<file path="config.mk">
export PLATFORM = sky130hd
export DESIGN_NAME = rc_receiver_frame_parser
export DESIGN_NICKNAME = d
export VERILOG_FILES = /design/src/design/rcfp_pkg.sv /design/src/design/rc_receiver_frame_parser.sv
export SDC_FILE = /design/constraint.sdc
export NUM_CORES = 1
export LEC_CHECK = 0
export ABC_CLOCK_PERIOD_IN_PS = 3500
export BUFFER_PORTS_ARGS = -buffer_cell sky130_fd_sc_hd__buf_4
export CAP_MARGIN = 20
export CORE_UTILIZATION = 55
export DETAILED_ROUTE_END_ITERATION = 10
export PLACE_DENSITY = 0.84
export SYNTH_ARGS = -nofsm -noshare
export SYNTH_HDL_FRONTEND = slang
export SYNTH_SLANG_ARGS = --single-unit
</file>
<file path="constraint.sdc">
create_clock -name clk_i -period 3.5 [get_ports clk_i]
set_input_delay 0.35 -clock clk_i [delete_from_list [all_inputs] [get_ports clk_i]]
set_output_delay 0.35 -clock clk_i [all_outputs]
set_load 0.01 [all_outputs]
</file>
<file path="src/design/rcfp_pkg.sv">
package rcfp_pkg;

  // Byte buffer and frame layout
  localparam int BUF_DEPTH      = 32;
  localparam int CHANNEL_COUNT  = 14;
  localparam int FRAME_OVERHEAD = 3;
  localparam int MIN_FRAME_LEN  = FRAME_OVERHEAD + 1;

  localparam int ADDR_W = $clog2(BUF_DEPTH);
  localparam int CNT_W  = $clog2(BUF_DEPTH + 1);
  localparam int POS_W  = $clog2(2 * CHANNEL_COUNT + 2);

  // Fixed field widths
  localparam int BYTE_W  = 8;
  localparam int SUM_W   = 16;
  localparam int CHAN_W  = 4;
  localparam int VALUE_W = 16;
  localparam int MAXLEN_W = 6;

  localparam logic [SUM_W-1:0] CHECK_INIT = 16'hFFFF;

  // Configuration register map
  localparam int CFG_ADDR_W = 3;
  localparam logic REG_MAX_LEN = 1'b0;
  localparam logic REG_CMD     = 1'b1;

  localparam logic [MAXLEN_W-1:0] MAX_LEN_RESET = 6'd32;
  localparam logic [BYTE_W-1:0]   CMD_RESET     = 8'd64;

  typedef enum logic [3:0] {
    PH_DISCARD = 4'b0001,
    PH_DATA    = 4'b0010,
    PH_CHK_LO  = 4'b0100,
    PH_CHK_HI  = 4'b1000
  } phase_e;

  typedef enum logic [5:0] {
    ST_IDLE    = 6'b000001,
    ST_CMD_RD  = 6'b000010,
    ST_CMD_CMP = 6'b000100,
    ST_RD_LO   = 6'b001000,
    ST_RD_HI   = 6'b010000,
    ST_OUT     = 6'b100000
  } state_e;

endpackage

</file>
<file path="src/design/rc_receiver_frame_parser.sv">
// Frame parser for a serial radio receiver. Each request on the input stream is one
// received byte in s_axis_tdata with s_axis_tuser set when an idle gap came before it;
// such a byte opens a frame as its length byte. Accepted lengths run from four up to
// the max_frame_length register (address 0) and at most 35; the payload is buffered
// while a 16-bit checksum counts down from 0xFFFF, and the two checksum bytes follow,
// low byte first. When the checksum matches and payload byte 0 equals the command_code
// register (address 4), every channel goes out as one request: index in tdata[3:0], the
// little-endian 16-bit value in tdata[19:4], tlast on the final channel. Input is taken
// only in ST_IDLE. After a good frame's checksum the block is busy in ST_CMD_RD and
// ST_CMD_CMP to read back the command byte, then per channel in ST_RD_LO, ST_RD_HI
// and ST_OUT (plus any output stall): the byte buffer has a single registered read port
// and every channel needs two reads. Entries never written since reset read as zero.
module rc_receiver_frame_parser (
  input  logic                               clk_i,
  input  logic                               rst_ni,
  // input stream
  input  logic                               s_axis_tvalid,
  output logic                               s_axis_tready,
  input  logic [7:0]                         s_axis_tdata,   // [7:0] rx_byte
  input  logic                               s_axis_tuser,   // [0] gap_before
  // output stream
  output logic                               m_axis_tvalid,
  input  logic                               m_axis_tready,
  output logic [23:0]                        m_axis_tdata,   // [3:0] channel_index,
                                                             // [19:4] channel_value,
                                                             // [23:20] zero
  output logic                               m_axis_tlast,   // last_channel
  // configuration port
  input  logic                               psel,
  input  logic                               penable,
  input  logic                               pwrite,
  input  logic [rcfp_pkg::CFG_ADDR_W-1:0]    paddr,
  input  logic [31:0]                        pwdata,
  output logic [31:0]                        prdata,
  output logic                               pready
);
  import rcfp_pkg::*;

  // configuration
  logic [MAXLEN_W-1:0] max_len_q;
  logic [BYTE_W-1:0]   cmd_q;
  logic                cfg_wr;

  // parser state
  phase_e              phase_q, phase_d;
  state_e              state_q, state_d;
  logic [CNT_W-1:0]    wr_pos_q, wr_pos_d;
  logic [CNT_W-1:0]    pay_len_q, pay_len_d;
  logic [SUM_W-1:0]    run_q, run_d;
  logic [BYTE_W-1:0]   chk_low_q, chk_low_d;

  // channel read-out
  logic [POS_W-1:0]    rd_pos_q, rd_pos_d;
  logic [CHAN_W-1:0]   chan_q, chan_d;
  logic [BYTE_W-1:0]   lo_q, lo_d;

  // byte buffer
  logic [BYTE_W-1:0]   mem [BUF_DEPTH];
  logic [BUF_DEPTH-1:0] valid_q;
  logic                mem_we;
  logic [ADDR_W-1:0]   wr_addr;
  logic [ADDR_W-1:0]   rd_addr;
  logic                rd_in_range;
  logic [BYTE_W-1:0]   rd_data_q;
  logic                rd_ok_q;
  logic [BYTE_W-1:0]   rd_byte;

  logic                in_acc;
  logic                out_acc;
  logic                len_ok;
  logic                last_chan;

  // Configuration port: zero wait states, decode on the word address bit.
  assign pready = 1'b1;
  assign cfg_wr = psel && penable && pwrite && pready;

  always_comb begin
    unique case (paddr[2])
      REG_MAX_LEN: prdata = 32'(max_len_q);
      REG_CMD:     prdata = 32'(cmd_q);
      default:     prdata = '0;
    endcase
  end

  always_ff @(posedge clk_i or negedge rst_ni) begin
    if (!rst_ni) begin
      max_len_q <= MAX_LEN_RESET;
      cmd_q     <= CMD_RESET;
    end else if (cfg_wr) begin
      if (paddr[2] == REG_MAX_LEN) max_len_q <= pwdata[MAXLEN_W-1:0];
      if (paddr[2] == REG_CMD)     cmd_q     <= pwdata[BYTE_W-1:0];
    end
  end

  // Handshakes
  assign s_axis_tready = (state_q == ST_IDLE);
  assign in_acc        = s_axis_tvalid && s_axis_tready;
  assign m_axis_tvalid = (state_q == ST_OUT);
  assign out_acc       = m_axis_tvalid && m_axis_tready;
  assign last_chan     = (chan_q == CHAN_W'(CHANNEL_COUNT - 1));

  // The high byte sits on the read port for the whole output state: the read
  // position holds there and nothing is written while the input is blocked.
  assign m_axis_tdata = {4'd0, rd_byte, lo_q, chan_q};
  assign m_axis_tlast = last_chan;

  // Length byte sanity: at least one payload byte, within max_len_q and the buffer size.
  assign len_ok = (32'(s_axis_tdata) >= MIN_FRAME_LEN) &&
                  (s_axis_tdata <= 8'(max_len_q)) &&
                  (32'(s_axis_tdata) <= BUF_DEPTH + FRAME_OVERHEAD);

  // Buffer write: payload bytes land at the write position while it is inside the buffer.
  assign wr_addr = ADDR_W'(wr_pos_q);
  assign mem_we  = in_acc && !s_axis_tuser && (phase_q == PH_DATA) &&
                   (32'(wr_pos_q) < BUF_DEPTH);

  always_ff @(posedge clk_i) begin
    if (mem_we) mem[wr_addr] <= s_axis_tdata;
  end

  always_ff @(posedge clk_i or negedge rst_ni) begin
    if (!rst_ni) begin
      valid_q <= '0;
    end else if (mem_we) begin
      valid_q[wr_addr] <= 1'b1;
    end
  end

  // Buffer read: one registered port, addressed by the read position every cycle.
  // Unwritten entries and positions past the buffer read as zero.
  assign rd_addr     = ADDR_W'(rd_pos_q);
  assign rd_in_range = (32'(rd_pos_q) < BUF_DEPTH);

  always_ff @(posedge clk_i) begin
    rd_data_q <= mem[rd_addr];
  end

  always_ff @(posedge clk_i or negedge rst_ni) begin
    if (!rst_ni) begin
      rd_ok_q <= 1'b0;
    end else begin
      rd_ok_q <= rd_in_range && valid_q[rd_addr];
    end
  end

  assign rd_byte = rd_ok_q ? rd_data_q : '0;

  // Sequencer
  always_comb begin
    phase_d   = phase_q;
    state_d   = state_q;
    wr_pos_d  = wr_pos_q;
    pay_len_d = pay_len_q;
    run_d     = run_q;
    chk_low_d = chk_low_q;
    rd_pos_d  = rd_pos_q;
    chan_d    = chan_q;
    lo_d      = lo_q;

    unique case (state_q)
      ST_IDLE: begin
        if (in_acc) begin
          if (s_axis_tuser) begin
            // A gap always ends the current frame: a sane byte opens a new one as its length.
            if (len_ok) begin
              wr_pos_d  = '0;
              pay_len_d = CNT_W'(32'(s_axis_tdata) - FRAME_OVERHEAD);
              run_d     = CHECK_INIT - SUM_W'(s_axis_tdata);
              phase_d   = PH_DATA;
            end else begin
              phase_d = PH_DISCARD;
            end
          end else begin
            unique case (phase_q)
              PH_DATA: begin
                wr_pos_d = wr_pos_q + CNT_W'(1);
                run_d    = run_q - SUM_W'(s_axis_tdata);
                if (wr_pos_d >= pay_len_q) phase_d = PH_CHK_LO;
              end
              PH_CHK_LO: begin
                chk_low_d = s_axis_tdata;
                phase_d   = PH_CHK_HI;
              end
              PH_CHK_HI: begin
                // Checksum good: fetch the command byte before emitting.
                if (run_q == {s_axis_tdata, chk_low_q}) begin
                  rd_pos_d = '0;
                  state_d  = ST_CMD_RD;
                end
                phase_d = PH_DISCARD;
              end
              default: phase_d = PH_DISCARD;
            endcase
          end
        end
      end
      ST_CMD_RD: begin
        state_d = ST_CMD_CMP;
      end
      ST_CMD_CMP: begin
        if (rd_byte == cmd_q) begin
          rd_pos_d = POS_W'(1);
          chan_d   = '0;
          state_d  = ST_RD_LO;
        end else begin
          state_d = ST_IDLE;
        end
      end
      ST_RD_LO: begin
        // Low byte is being read; advance to the high byte.
        rd_pos_d = rd_pos_q + POS_W'(1);
        state_d  = ST_RD_HI;
      end
      ST_RD_HI: begin
        lo_d    = rd_byte;
        state_d = ST_OUT;
      end
      ST_OUT: begin
        if (out_acc) begin
          if (last_chan) begin
            state_d = ST_IDLE;
          end else begin
            chan_d   = chan_q + CHAN_W'(1);
            rd_pos_d = rd_pos_q + POS_W'(1);
            state_d  = ST_RD_LO;
          end
        end
      end
      default: state_d = ST_IDLE;
    endcase
  end

  // Hold the low byte from the cycle the high-byte read is issued until the
  // channel is taken.
  always_ff @(posedge clk_i) begin
    if (state_q == ST_RD_HI) begin
      lo_q <= lo_d;
    end
  end

  always_ff @(posedge clk_i or negedge rst_ni) begin
    if (!rst_ni) begin
      phase_q   <= PH_DISCARD;
      state_q   <= ST_IDLE;
      wr_pos_q  <= '0;
      pay_len_q <= '0;
      run_q     <= '0;
      chk_low_q <= '0;
      rd_pos_q  <= '0;
      chan_q    <= '0;
    end else begin
      phase_q   <= phase_d;
      state_q   <= state_d;
      wr_pos_q  <= wr_pos_d;
      pay_len_q <= pay_len_d;
      run_q     <= run_d;
      chk_low_q <= chk_low_d;
      rd_pos_q  <= rd_pos_d;
      chan_q    <= chan_d;
    end
  end

`ifndef SYNTH
  a_state_onehot: assert property (@(posedge clk_i) disable iff (!rst_ni)
    $onehot(state_q))
    else $error("sequencer state not one-hot");

  a_no_overlap: assert property (@(posedge clk_i) disable iff (!rst_ni)
    !(s_axis_tready && m_axis_tvalid))
    else $error("input taken while a channel is pending");

  a_last_ends: assert property (@(posedge clk_i) disable iff (!rst_ni)
    out_acc && m_axis_tlast |=> s_axis_tready)
    else $error("parser not idle after last channel");

  a_chan_range: assert property (@(posedge clk_i) disable iff (!rst_ni)
    m_axis_tvalid |-> (32'(chan_q) < CHANNEL_COUNT))
    else $error("channel index out of range");
`endif

endmodule

</file>
======== After elaboration in Yosys (flattened, before gate mapping) ========
Memories as Yosys holds them, arrays and structs flattened. A register that Yosys moved wholly into a read port is not among the register bits.
Cells that the tools add are included.
W data, S select, Z words.
word-level totals
  register bits after elaboration ......... 110
  bits in writable memories ............... 256
  input bits .............................. 51
  output and inout port bits .............. 60
  word-level logic and storage cells ...... 113
  memories kept ........................... 1
memory list
  memory  words  width  rd ports  clocked after Yosys merged registers in  write ports  RTL line                        text
  mem     32     8      1         1                                        1            rc_receiver_frame_parser.sv:58  logic [BYTE_W-1:0] mem [BUF_DEPTH];
cells by class
  $add $sub $neg .......................... 6
  $lt $le $gt $ge ......................... 8
  equal/unequal tests ..................... 21
  multiplexer cells ....................... 38
  bitwise logic cells ..................... 3
  reduce and logical (&&, ||, !) cells .... 23
operators with widths
  kind                    number
  $pmux W32 S2            1
  $mux W16                3
  $mux W6                 8
  $pmux W6 S6             1
  $mux W5                 7
  $or A32 B32 Y32         1
  $mux W4                 7
  $pmux W5 S4             1
  $eq A16 B16 Y1          1
  $pmux W4 S2             2
  $reduce_and A4 Y1       4
  $sub A16 B8 Y16         1
  $lt A5 B6 Y1 const B    2
  $logic_and A1 B1 Y1     10
  $ne A2 B1 Y1 const B    5
  $sub A1 B9 Y10 const A  1
  $eq A4 B4 Y1 const B    2
  $eq A8 B8 Y1            1
  $ge A8 B3 Y1 const B    1
  $le A8 B6 Y1            1
  $le A8 B6 Y1 const B    1
  $mux W8                 1
  $reduce_and A8 Y1       1
  $add A6 B1 Y6 const B   1
  other kinds (27)        35

======== Depth between registers and ports, before layout ========
  depth in word-level cells ............... 7
  depth in mapped cells ................... 10
  gate-level depth less buffers ........... 10

======== Least setup slack after synthesis ========
OpenSTA, ideal clock, no wires.
  kind .................................... register -> register
  from .................................... register state_q[4]
  to ...................................... memory mem[28][0] (enable)
  library setup time ...................... 373 ps
  arrival time ............................ 2,465 ps
  data required time ...................... 3,127 ps
  path slack .............................. 662 ps
  cell stages (with the launch flop) ...... 8
  buffers on the path ..................... 2
  period minus slack after synthesis ...... 2,838 ps
  cells stage by stage .................... dfrtp_1 -> buf_6 -> or4_4 -> or3_1 -> buf_2 -> nor3_1 -> nand2_1 -> nor2_1
between the ends
  longest elaborated chain between the ends .. 7
RTL lines
  what                               RTL line                         text
  start, declared                    rc_receiver_frame_parser.sv:46   state_e state_q, state_d;
  start signal, assigned             rc_receiver_frame_parser.sv:253  state_q <= state_d;
  $eq A6 B1 Y1                       rc_receiver_frame_parser.sv:96   assign s_axis_tready = (state_q == ST_IDLE);
  $logic_and A1 B1 Y1                rc_receiver_frame_parser.sv:97   assign in_acc = s_axis_tvalid && s_axis_tready;
  $logic_and A1 B1 Y1 (3 in series)  rc_receiver_frame_parser.sv:114  assign mem_we = in_acc && !s_axis_tuser && (phase_q == PH_DATA) &&
  $mux W1                            rc_receiver_frame_parser.sv:118  if (mem_we) mem[wr_addr] <= s_axis_tdata;
  $mux W1 (implied by the code)      rc_receiver_frame_parser.sv:118
  end, declared                      rc_receiver_frame_parser.sv:58
No other way between the ends.

======== Final worst setup path ========
  from .................................... register state_q[4]
  to ...................................... memory mem[11][5] (enable)
Same word-level chain as after synthesis.

==> metrics.md <==
| Metric | Value |
|---|---|
| Sequential share of the synthesized area | 65.2% |
| Flops & latches, synth | 374 |
| TritonCTS clock tree | built |
| Ant diodes | 0 |
| Adder and majority gate portion of the synthesized area | 2.34% |
| Worst setup slack before clock tree synthesis | 0.552 ns |
| Floorplan row count | 62 |
| Vertical die dimension | 174 um |
| Fraction of layout cells with a size suffix above 1 | 27.7% |
| Num CTS Buffers | 38 |
| Count of different cell masters after synthesis | 65 |
| Share of cell area taken by muxes after synthesis | 15.0% |
| EDFF count, synth | 264 |
| Count of yosys warnings during synthesis | 0 |
| Standard cell core area | 0.0289 mm^2 |
| Wire length on met2 | 19700 um |
| Ratio of routed vias to standard cells | 6.10 |
| Synthesized-area fraction occupied by and/or/nand/nor cells | 7.97% |
| Clock Tree Root | sky130_fd_sc_hd__clkbuf_16 |
| Kind of path behind the tightest hold check | primary input to flip-flop |
| Uppermost routed layer | met4 |
| Max_slew headroom | 25.1% |
| Most used DFF post-synth | sky130_fd_sc_hd__edfxtp_1 |
| Peak ir drop on the vdd network | 440 uV |
| Post-CTS setup-driven buffer insertion count | 0 |
| Initial antenna violation count | 0 |
| Total die area | 0.0304 mm^2 |
| Top-Level Pins | 111 |
| CTS H-tree depth | 2 |
| Post_cts resized | 0 |
| Starting Density | 56.4% |
| Vias after detailed routing | 9455 |
| Number of standard cells in the layout, taps in and fillers out | 1550 |
| Max-cap viol count | 0 |
| Worst Clk Skew | 0.0238 ns |
| Clk Latency, worst-skew pair | 0.54 ns |
| Total Wirelength | 37600 um |
| Max-slew violations | 0 |
| Most frequent cells in the layout | 264 x sky130_fd_sc_hd__edfxtp_1, 101 x sky130_fd_sc_hd__buf_4, 96 x sky130_fd_sc_hd__dfrtp_1, 90 x sky130_fd_sc_hd__mux4_2, 58 x sky130_fd_sc_hd__nor2_1 |
| Clock Pin Slew Worst Setup and Hold Paths | 0.06 ns |
| Number of standard cells after synthesis | 1033 |
| Maximum operating frequency | 329 MHz |
| Total design power | 10.3 mW |
| Slew of the pin with the lowest slew margin | 1.12 ns |
| Final worst path period share | 86.8% |
| Final hold violation count | 0 |
| Die boundary width | 174 um |
| Setup violators final | 0 |
| Routed length on met1 | 14300 um |
| Setup total negative slack | 0 ns |
| Total instance count after detailed placement | 1479 |
| Required time at the endpoint of the critical path | 3.74 ns |
| Leakage power summed over all cells | 6.85 nW |
| Global placer's final weighted congestion | 0.841 |
| Arrival time at the worst endpoint | 3.28 ns |
| Synthesized-area fraction occupied by xor and xnor cells | 2.20% |
| Pre-Repair DR Iteration Count | 5 |
| Total met3 wirelength after detailed routing | 2210 um |
| DRC violations left | 0 |
| Pin count of the biggest net entering global routing | 56 |
| Global-route wire length before repair | 58300 um |
| Endpoint type of the worst setup path | flip-flop |
| Sum of overflow across all layers after global routing | 0 |
| Detailed-route wire length per cell | 24.2 um |
| Sum of net half-perimeters after detailed placement | 23600 um |
| Total Routing Usage GR | 25.7% |
| Run status | completed |
| Starting DRC count in detailed routing | 934 |
| Worst-case clock buffer depth | 3 |
| Count of buffers from port buffering | 55 |
| Pwr Density | 554 mW/mm^2 |
| RSZ-0062 raised after global routing | no |
| Final period demand of the worst path | 3.04 ns |
| Area fraction in compound gates after synthesis | 4.03% |
| Remaining number of nets flagged by the antenna check after routing | 0 |
| P&R area growth vs syn | 14.1% |
| Vias in the first global route | 9877 |
| Maximum fanout along the worst path | 9 |
| Most common cell after layout, fill and taps aside | sky130_fd_sc_hd__edfxtp_1 |
| Share of synthesized flip-flops with an asynchronous set or reset | 27.3% |
| Kind of launch point of the worst setup path | flip-flop |
| Fin nets | 1217 |
| Final core area utilization | 64.4% |
| Post-Synthesis Mean Instance Area | 15.8 um^2 |
| Dominant combinational cell family by area after synthesis | multiplexers |
| Final worst slack | 0.462 ns |
| Crit Path Category | flip-flop to flip-flop |
| TritonCTS sink count | 374 |
| Post-synthesis instance area | 0.0163 mm^2 |
[final timing paths]
check | cells after the start | endpoint | startpoint | slack, ns
setup / recovery | 6 | mem[11][5]$_DFFE_PP_ | state_q[4]$_DFFE_PN0P_ | 0.46
hold / removal | 2 | cmd_q[7]$_DFFE_PN0P_ | pwdata[7] | 0.04
setup reg to reg | 6 | mem[11][5]$_DFFE_PP_ | state_q[4]$_DFFE_PN0P_ | 0.46
hold reg to reg | 1 | valid_q[22]$_DFFE_PN0P_ | valid_q[22]$_DFFE_PN0P_ | 0.46
max in group asynchronous | 3 | rd_addr[0]$_DFFE_PN0P_ | rst_ni | 2.19
min in group asynchronous | 2 | chk_low_q[4]$_DFFE_PN0P_ | rst_ni | 0.43
[power breakdown]
group | switching [mW] | internal [mW] | leakage (nW)
registers | 0.186 | 4.92 | 3.74
logic | 0.606 | 0.465 | 2.48
clock network | 1.66 | 2.49 | 0.630
total | 2.45 | 7.87 | 6.85
[worst max-delay path, stage by stage (launching register included)]
cell and delay, ns:
sky130_fd_sc_hd__dfrtp_1 0.46, sky130_fd_sc_hd__or4_4 0.57, sky130_fd_sc_hd__or3_1 0.40, sky130_fd_sc_hd__nor3_1 0.40, sky130_fd_sc_hd__nand2_1 0.42, sky130_fd_sc_hd__nor2_1 0.25
sky130_fd_sc_hd__buf_4 0.24
[flip-flops by register name (all words and copies together) (netlist names)]
signal	cells
max_len_q	6
chan_q	4
pay_len_q	6
mem	256
rd_ok_q	1
run_q	16
wr_pos_q	6
chk_low_q	8
rd_data_q	8
state_q	6
cmd_q	8
lo_q	8
rd_addr	5
phase_q	4
valid_q	32
[final cells by class]
| type | instances | area, um^2 |
|---|---|---|
| flip-flops and latches | 374 | 10700 |
| repair buffers | 104 | 808 |
| well taps | 384 | 480 |
| inverters | 42 | 158 |
| fillers | 1896 | 10300 |
| multi-input cells | 576 | 5260 |
| clock buffers | 57 | 1100 |
| clock inverters | 13 | 185 |
[synth_stat cells, types with 16 or more instances]
| library cell | number | area, um^2 |
|---|---|---|
| sky130_fd_sc_hd__edfxtp_1 | 264 | 7930 |
| sky130_fd_sc_hd__nor2_1 | 58 | 218 |
| sky130_fd_sc_hd__or2_2 | 28 | 175 |
| sky130_fd_sc_hd__ha_1 | 29 | 363 |
| sky130_fd_sc_hd__nand3_1 | 17 | 85.1 |
| sky130_fd_sc_hd__nor3_1 | 17 | 85.1 |
| sky130_fd_sc_hd__mux2_2 | 32 | 360 |
| sky130_fd_sc_hd__o21ai_0 | 36 | 180 |
| sky130_fd_sc_hd__clkbuf_1 | 29 | 109 |
| sky130_fd_sc_hd__buf_4 | 29 | 218 |
| sky130_fd_sc_hd__inv_1 | 42 | 158 |
| sky130_fd_sc_hd__mux4_2 | 90 | 2030 |
| sky130_fd_sc_hd__xor2_1 | 16 | 140 |
| sky130_fd_sc_hd__xnor2_1 | 25 | 219 |
| sky130_fd_sc_hd__nand2_1 | 42 | 158 |
| sky130_fd_sc_hd__dfrtp_1 | 98 | 2450 |
| sky130_fd_sc_hd__a21oi_1 | 19 | 95.1 |
[through the flow]
step / cell area, um^2 / hold WS, ns
final: 18600 / 0.0436
after global routing: 18600 / 0.0479
after CTS: 18600 / 0.0287
after detailed placement: 17300 / 0.448
after global placement: 17300 / 0.441
after floorplan: 16400 / 0.0544
[layer usage]
metal	vias up	track usage (%)
li1	4093	-
met1	4881	32.4
met5	-	0
met2	403	45.3
met3	78	3.41
met4	0	10.1
[kinds of logic (layout without fill, tap and decap cells)]
| family | Yosys count | count (layout) |
|---|---|---|
| AO/OA/AOI/OAI | 105 | 105 |
| XOR/XNOR | 41 | 41 |
| adder cells (fa/ha/maj) | 30 | 30 |
| buffers and inverters | 110 | 216 |
| flip-flops | 374 | 374 |
| multiplexers | 128 | 128 |
| other | 2 | 29 |
| AND/OR/NAND/NOR | 243 | 243 |
[timing repair]
action	4_1_cts	5_1_grt
hold buffers	1	0
setup endpoints to repair	0	0
hold endpoints to repair	52	0
No activity file was read; power rests on OpenSTA's default activity.
